**config.mk**
```make
export PLATFORM = sky130hd
export DESIGN_NAME = e2q_cell
export DESIGN_NICKNAME = d
export VERILOG_FILES = /design/src/e2q_pkg.sv /design/src/e2q_cell.sv
export SDC_FILE = /design/constraint.sdc
export NUM_CORES = 1
export LEC_CHECK = 0
export ABC_AREA = 1
export BUFFER_PORTS_ARGS = -buffer_cell sky130_fd_sc_hd__clkbuf_2
export CAP_MARGIN = 0
export CORE_UTILIZATION = 39
export CTS_CLUSTER_SIZE = 14
export DETAILED_ROUTE_END_ITERATION = 6
export SYNTH_ARGS = -nofsm -noshare
export SYNTH_HDL_FRONTEND = slang
export SYNTH_SLANG_ARGS = --single-unit
```
**constraint.sdc**
```tcl
create_clock -name clk -period 3.1 [get_ports clk]
set_clock_uncertainty 0.15 [all_clocks]
set_input_delay 0.155 -clock clk [delete_from_list [all_inputs] [get_ports clk]]
set_output_delay 0.155 -clock clk [all_outputs]
set_load 0.02 [all_outputs]
```
**src/e2q_pkg.sv**
```systemverilog
// ============================================================================
// Euler-to-quaternion package
// Shared constants, CORDIC arctangent table and the stage data type.
// ============================================================================
package e2q_pkg;

    localparam int ANG_W        = 18;
    localparam int OUT_W        = 18;
    localparam int CW           = 34;   // CORDIC datapath width, Q.30 plus guard bits
    localparam int SC_W         = 22;   // sine/cosine width, Q.20
    localparam int TABLE_LEN    = 24;
    localparam int DEF_STEPS    = 16;

    localparam logic signed [CW-1:0] PI_Q30      = 34'sd3373259426;
    localparam logic signed [CW-1:0] HALF_PI_Q30 = 34'sd1686629713;
    localparam logic signed [CW-1:0] GAIN_Q30    = 34'sd652032874;
    localparam logic signed [36:0]   TWO_PI_Q30  = 37'sd6746518852;
    localparam logic signed [36:0]   PI_Q30_W    = 37'sd3373259426;

    typedef struct packed {
        logic signed [CW-1:0] x;
        logic signed [CW-1:0] y;
        logic signed [CW-1:0] z;
        logic                 neg;
    } rot_t;

    function automatic logic signed [CW-1:0] atan_q30(input int idx);
        logic signed [CW-1:0] r;
        begin
            case (idx)
                0:  r = 34'sd843314856;
                1:  r = 34'sd497837829;
                2:  r = 34'sd263043836;
                3:  r = 34'sd133525158;
                4:  r = 34'sd67021686;
                5:  r = 34'sd33543515;
                6:  r = 34'sd16775850;
                7:  r = 34'sd8388437;
                8:  r = 34'sd4194282;
                9:  r = 34'sd2097149;
                10: r = 34'sd1048575;
                11: r = 34'sd524287;
                12: r = 34'sd262143;
                13: r = 34'sd131071;
                14: r = 34'sd65535;
                15: r = 34'sd32767;
                16: r = 34'sd16383;
                17: r = 34'sd8191;
                18: r = 34'sd4095;
                19: r = 34'sd2047;
                20: r = 34'sd1023;
                21: r = 34'sd511;
                22: r = 34'sd255;
                23: r = 34'sd127;
                default: r = '0;
            endcase
            return r;
        end
    endfunction

endpackage

```
**src/e2q_cell.sv**
```systemverilog
// ============================================================================
// CORDIC cell
// One rotation step for the three angle lanes, registered when enabled.
// ============================================================================
module e2q_cell #(
    parameter int STEP = 0
) (
    input  logic           clk,
    input  logic           en,
    input  e2q_pkg::rot_t  rin  [3],
    output e2q_pkg::rot_t  rout [3]
);
    import e2q_pkg::*;

    rot_t nxt [3];

    always_comb
    begin
        for (int k = 0; k < 3; k++)
        begin
            nxt[k].neg = rin[k].neg;
            if (!rin[k].z[CW-1])
            begin
                nxt[k].x = rin[k].x - (rin[k].y >>> STEP);
                nxt[k].y = rin[k].y + (rin[k].x >>> STEP);
                nxt[k].z = rin[k].z - atan_q30(STEP);
            end
            else
            begin
                nxt[k].x = rin[k].x + (rin[k].y >>> STEP);
                nxt[k].y = rin[k].y - (rin[k].x >>> STEP);
                nxt[k].z = rin[k].z + atan_q30(STEP);
            end
        end
    end

    always_ff @(posedge clk)
    begin
        if (en)
        begin
            rout <= nxt;
        end
    end

endmodule

```
# Yosys cells after proc, flatten, opt, wreduce, memory -nomap -nowiden
# Cells that the tools add are included.
[totals] in_bits=311 regBits=309 output_inout_bits=309 wordCells=30
[op_classes] add_sub_neg=15 n_mux=3
[ops] op="$mux 102" n=3
[ops] op="$sub 34x34->34" n=6
[ops] op="$add 34x31->34 const B" n=3
[ops] op="$add 34x34->34" n=3
[ops] op="$sub 34x31->34 const B" n=3

# Longest topological paths before layout
# Gate-level depths: netlist (run 1).
[logic_depth] word_depth=2 mapped_depth=18 depth_no_buf=17

# Least setup slack after synthesis (run 1)
# No wires, ideal clock.
[synth_path] path_kind="input to register" start="input rin[137] in the netlist's numbering" end="register rout[134] in the netlist's numbering (data pin)" t_required_ps=2698 path_buffers=2 setup_ps=252 t_arrival_ps=2310 setup_slack_ps=388 stages=14 cell_sequence="clkbuf_1 > clkinv_1 > clkbuf_1 > ha_1 > nand2_1 > inv_1 > a21boi_1 > o21ai_0 > nand2_1 > nand2_1 > nand2_1 > nand2_1 > nand2_1 > nand2_1"
[synth_lines] element="from (decl)" line="e2q_cell.sv:10" text="input e2q_pkg::rot_t rin [3],"
[synth_lines] element="to (signal assigned)" line="e2q_cell.sv:41" text="rout <= nxt;"
[synth_lines] element="to (decl)" line="e2q_cell.sv:11" text="output e2q_pkg::rot_t rout [3]"

==> impl_results.md, run 1 <==
- Worst Max-Slew Pin Slew: between 0.9 and 1 ns
- DRT Wirelength: between 100,000 and 150,000 um
- CP endpoint kind: flip-flop
- Vias in the first global route: around 36,000
- Sequential fraction of the synthesis area: 0.260
- GP Congestion: between 0.9 and 1
- Post-synthesis mux area share: 0.00113
- Drt pass-1 iters: 7
- Die height: slightly above 300 um
- P_leak: 0.0210 uW
- Hold crit path type: input pin to flip-flop
- Share of the synthesized area in the top cell type: 0.260
- Hold_buf cts: 96
- Postcts setup bufs: 0
- # DRC: 1
- Adder-cell area share of the yosys netlist: 0.143
- Vias: 38,400
- Yosys reg bits: about 310
- Top reg by flops: rout
- Final Hold Viols: 0
- Largest family of logic cells by synthesized area: simple AND/OR/NAND/NOR gates
- Hold Slack: 0.0328 ns
- Relative slew slack: 0.394
- Max Fclk: between 0.3 and 0.4 GHz
- Min Tclk post-route: 2.77 ns
- Largest register FFs: ~310
- Netlist cell types: 52
- DRT iter0 DRCs: 3,199
- Yosys top cell by area: edfxtp_1
- Cells after synthesis: 5,347
- Starting density of the core: 0.394
- Global route overflow: 0
- Hold Crit Start: rin[121]
- Crit path max fanout: 5
- CTS Sinks: ~310
- I/O pin count: between 600 and 700
- CTS tree: done
- Final slew viol count: 0
- Largest registers: rout x306
- ANT nets after route: 0
- Endpoints failing setup: 0
- Post-layout instance area: between 0.04 and 0.05 mm^2
- Die ar.: slightly above 0.09 mm^2
- Post-synth EDFFs: between 300 and 400
- Setup_tns: 0 ns
- Setup crit end: rout[59]
- Nets: roughly 6,700
- H-tree levels: 2
- Compound-cell area share of the yosys netlist: 0.157
- Worst Setup Path Type: input pin to flip-flop
- Largest net degree at the start of global routing: 83
- Peak supply drop: 0.391 mV
- Max-cap viol count: 0
- Via/cell ratio: approximately 5.3
- Synth warnings: 0
- Post-CTS sizing: 0
- Placement Cell Area: about 0.04 mm^2
- Critical path origin: rin[69]
- Share of layout cells above drive strength 1: 0.127
- Mapped Nets: approximately 6,100
- Final worst-path cycle share: 0.893
- Final HPWL DP: 121,000 um
- Run status: complete, but fails checks
- Clk buf depth: 3
- First-pass GRT wire length: 211,000 um
- Total Power: 18,300 uW
- CP Data Required Time: about 3.3 ns
- Simple-gate area share of the yosys netlist: 0.308
- Top FF cell, synth: edfxtp_1
- Power per standard cell area: 436 mW/mm^2
- Avg Cell Area, Syn: 6.62 um^2
- Area Growth Syn to Fin: 18.2%
- Wirelength per Cell: 20.1 um
- Number of CTS-inserted buffers: 40
- IO Port Bufs: 619
- Post-synth ARST share: 0
- Rows: 110
- Initial antenna violation count: 11
- Area of the core: 0.0899 mm^2
- GRT Util Overall: 0.302
- Reg clk slew, reported paths: 0.06 ns
- Clk root buf: clkbuf_16
- Failing checks: DRC
- Most area-consuming cells after synthesis: edfxtp_1, nand2_1, ha_1, inv_1, a21oi_1
- RSZ-0062 raised after global routing: no
- Die X: around 300 um
- WP data arrival: 2.96 ns
- Startpoint Class: input pin
- Synth Cell Area: between 0.03 and 0.04 mm^2
- Synth Area in XOR/XNOR: 0.0349
how the worst min path moves through the flow:
stage / endpoint / cells past startpoint
6_report: rout[121] / 3
5_1_grt: rout[133] / 4
3_3_place_gp: rout[103] / 1
3_5_place_dp: rout[104] / 1
4_1_cts: rout[121] / 3
2_1_floorplan: rout[0] / 0
layout by cell type, fill, tap and decap left out, types with 28 or more instances in the layout:
| cell type | count |
|---|---|
| o21ai_0 | 328 |
| nand4_1 | 49 |
| clkbuf_2 | 617 |
| buf_4 | 31 |
| nand3_1 | 491 |
| xor2_1 | 128 |
| a21oi_1 | 501 |
| ha_1 | 384 |
| dlygate4sd3_1 | 96 |
| a21o_1 | 41 |
| o21ai_1 | 28 |
| clkbuf_16 | 40 |
| o21bai_1 | 32 |
| edfxtp_1 | 306 |
| nor2_1 | 508 |
| nand2_1 | 1451 |
| inv_1 | 699 |
| nor3_1 | 74 |
Yosys cell counts, types with 3 or more instances:
library cell,count
a21oi_1,501
nor3_1,74
o22ai_1,14
xnor2_1,13
inv_2,10
ha_1,384
o21ai_1,28
nand3_1,491
buf_4,48
nor2_2,5
o21a_1,15
buf_1,6
and2_1,4
a31oi_1,16
a21boi_1,3
clkbuf_1,29
buf_2,44
or2_0,3
nand4_1,49
mux2i_1,4
nor2_1,508
buf_6,3
o21ai_0,328
or2_2,13
nor4_1,6
fa_1,12
o31ai_1,15
and3_1,3
o21bai_1,32
nand2_1,1451
o211ai_1,23
nor4_2,4
a21o_1,41
xor2_1,128
a21boi_0,6
nand2_2,7
inv_1,699
edfxtp_1,306
or2_1,3
worst max-delay path: stages:
cell and delay (ns):
dlygate4sd3_1 0.54, clkbuf_2 0.13, ha_1 0.27, fa_1 0.49
nand2_1 0.10, nor2_1 0.04, nor2_1 0.32, o21ai_1 0.16
nand2_1 0.11, nand2_1 0.20, nand2_1 0.15, nand3_1 0.09
nand3_1 0.10, nand2_1 0.09
cell families after synthesis:
kind of cell / count (synthesis)
xor gates and xnor gates: 141
buffers and inverters: 842
AOI/OAI and AO/OA: 1027
adders and majority gates: 396
and+or+nand+nor: 2631
DFF: 306
muxes: 4
metal layers:
metal | GRT usage | up-vias | share of wire
li1 | - | 19000 | -
met3 | 0.0446 | 220 | 0.070
met5 | 0 | - | 0.00068
met2 | 0.485 | 1422 | 0.45
met1 | 0.415 | 17700 | 0.45
met4 | 0.0937 | 16 | 0.031
cell type report:
class,count,area (um^2)
clock inverter,29,334
antenna,9,22.5
fill,9507,48100
multi-input combinational,4199,22800
timing repair buffer,748,4360
sequential,306,9190
inverter,711,2670
tap,1176,1470
clock buffer,43,1010
through the flow:
step / utilization / setup WS (ns) / std cells
after CTS: 0.465 / 0.407 / 7212
after global routing: 0.465 / 0.143 / 7215
after global placement: 0.439 / 0.249 / 7044
final: 0.465 / 0.331 / 7221
after detailed placement: 0.439 / 0.250 / 7044
after floorplan: - / 0.388 / 5347
power breakdown:
group          internal (uW)  total (uW)  switching (uW)
logic                   2320        7630            5310
clock network           2880        4970            2080
registers               5370        5650             286
total                  10600       18300            7680
No activity file was read; power rests on OpenSTA's default activity.
==> run 2: changes to the inputs <==
Clock period 3.1 ns to 3.2 ns, I/O delays scaled along.
==> run 2 against run 1 <==
Against the previous run:
- the flow now finishes without violations
- clock-buffer cell count rose by 10
- hold slack got worse by 0.0012 ns
- cell count barely moved
- critical endpoint is now rout[93]
==> impl_results.md, run 2 (synthesis results as in run 1) <==
- Cell repeated most along the worst path: nand2_1
- I/O pin count: a little over 600
- Share of layout cells above drive strength 1: 0.127
- Wirelength per Cell: about 20 um
- DRT Wirelength: 142,000 um
- CP endpoint kind: flip-flop
- Commonest non-fill, non-tap cell in the layout: nand2_1
- Power per standard cell area: roughly 430 mW/mm^2
- Number of CTS-inserted buffers: between 40 and 50
- Initial antenna violation count: 9
- Top reg by flops: rout
- Via/cell ratio: between 5 and 6
- RSZ-0062 raised after global routing: no
- Crit path max fanout: 5
- Final slew viol count: 0
- CTS tree: done
- Setup_tns: 0 ns
- Final worst-path cycle share: 0.895
- First-pass GRT wire length: between 200,000 and 250,000 um
- Reg clk slew, reported paths: 0.06 ns
- Final Hold Viols: 0
- Max-cap viol count: 0
- Global route overflow: 0
- Hold crit path type: input pin to flip-flop
- Worst Max-Slew Pin Slew: ~0.87 ns
- GRT Util Overall: 0.296
- Area Growth Syn to Fin: 18.7%
- Area of the core: about 0.09 mm^2
- Filler Cell Count: between 9,000 and 10,000
- GP Congestion: between 0.9 and 1
- Max Fclk: ~0.35 GHz
- ANT nets after route: 0
- Delay-heaviest family, CP: simple AND/OR/NAND/NOR gates
- Rows: 110
- H-tree levels: 2
- Worst Setup Path Type: input pin to flip-flop
- Final HPWL DP: between 100,000 and 150,000 um
- Clk root buf: clkbuf_16
- Min Tclk post-route: 2.86 ns
- Clk buf depth: 3
- Largest registers: rout x306
- Die height: about 300 um
- Area of the multi-input gates: between 0.02 and 0.025 mm^2
- Die ar.: a little over 0.09 mm^2
- Drt pass-1 iters: 7
- Crit-path cells: dlygate4sd3_1 -> clkbuf_2 -> ha_1 -> fa_1 -> nand2_1 -> nor2_1 -> nor2_1 -> o21ai_1 -> nand2_1 -> nand2_1 -> nand2_1 -> nand3_1 -> nand3_1 -> nand2_1
- Startpoint Class: input pin
- CP bufs+invs: 2
- Run status: finished clean
- CP Data Required Time: 3.40 ns
- Post-CTS sizing: 0
- Largest net degree at the start of global routing: a little under 80
- CP max stage delay: between 0.5 and 0.6 ns
- Endpoints failing setup: 0
- FF/Latch Area: a little over 0.009 mm^2
- Nets: around 6,700
- Worst path slowest cell: dlygate4sd3_1
- WP data arrival: about 3.1 ns
- Largest register FFs: ~310
- Starting density of the core: 0.394
- Vias in the first global route: roughly 36,000
- Peak supply drop: 0.387 mV
- Post-Route Utilization: 0.467
- Most frequent cells in the layout: nand2_1, inv_1, clkbuf_2
- Relative slew slack: 0.420
- # DRC: 0
- Vias: between 30,000 and 40,000
- Die X: 303 um
- IO Port Bufs: between 600 and 700
- P_leak: about 0.021 uW
- CTS Sinks: just over 300
- DRT iter0 DRCs: around 3,400
[run 2: cell types whose count changed in the layout (fill, tap and decap cells not counted), moves of 2 or more]
cell	delta
buf_12	+2
buf_4	-3
bufinv_16	+2
clkbuf_1	+7
clkbuf_16	+3
clkinv_1	-2
clkinv_2	-2
clkinvlp_4	-2
inv_6	+2
[run 2: final timing paths]
kind	from	to	slack [ns]	cells past startpoint
setup / recovery	rin[69]	rout[93]	0.34	14
hold / removal	rin[173]	rout[139]	0.03	3
[run 2: stage by stage]
stage	total power (uW)	instances	instance area, um^2	hold slack [ns]	setup WS (ns)
after floorplan	10000	5347	35400	0.109	0.483
after CTS	18100	7219	42000	0.00173	0.439
after global routing	19100	7223	42000	0.0384	0.211
after detailed placement	12700	7043	39500	0.189	0.331
after global placement	12700	7043	39500	0.188	0.304
final	18100	7227	42000	0.0316	0.336
[run 2: area by class of cell]
type | count | share of cell area
Antenna cell | 8 | 0.000477
Clock buffer | 53 | 0.0265
Clock inverter | 27 | 0.00927
Inverter | 711 | 0.0636
Multi-Input combinational cell | 4199 | 0.542
Sequential cell | 306 | 0.219
Tap cell | 1176 | 0.0350
Timing Repair Buffer | 747 | 0.104
[run 2: where the power goes]
| part | internal, uW | switching (uW) |
|---|---|---|
| Combinational | 2250 | 5110 |
| Clock | 3150 | 2080 |
| Sequential | 5200 | 284 |
| Total | 10600 | 7470 |
[run 2: routing by layer]
metal	vias to the layer above	global-route usage	part of all wire
met5	-	0	0.00027
met3	226	0.0469	0.074
met2	1587	0.471	0.44
li1	19000	-	-
met1	17900	0.408	0.45
met4	6	0.0994	0.034
[run 2: timing repair]
action / 4_1_cts / 5_1_grt
endpoints found under the hold margin: 159 / 0
buffers inserted: 0 / 0
setup endpoints to repair: 0 / 0
hold buffers: 96 / 0
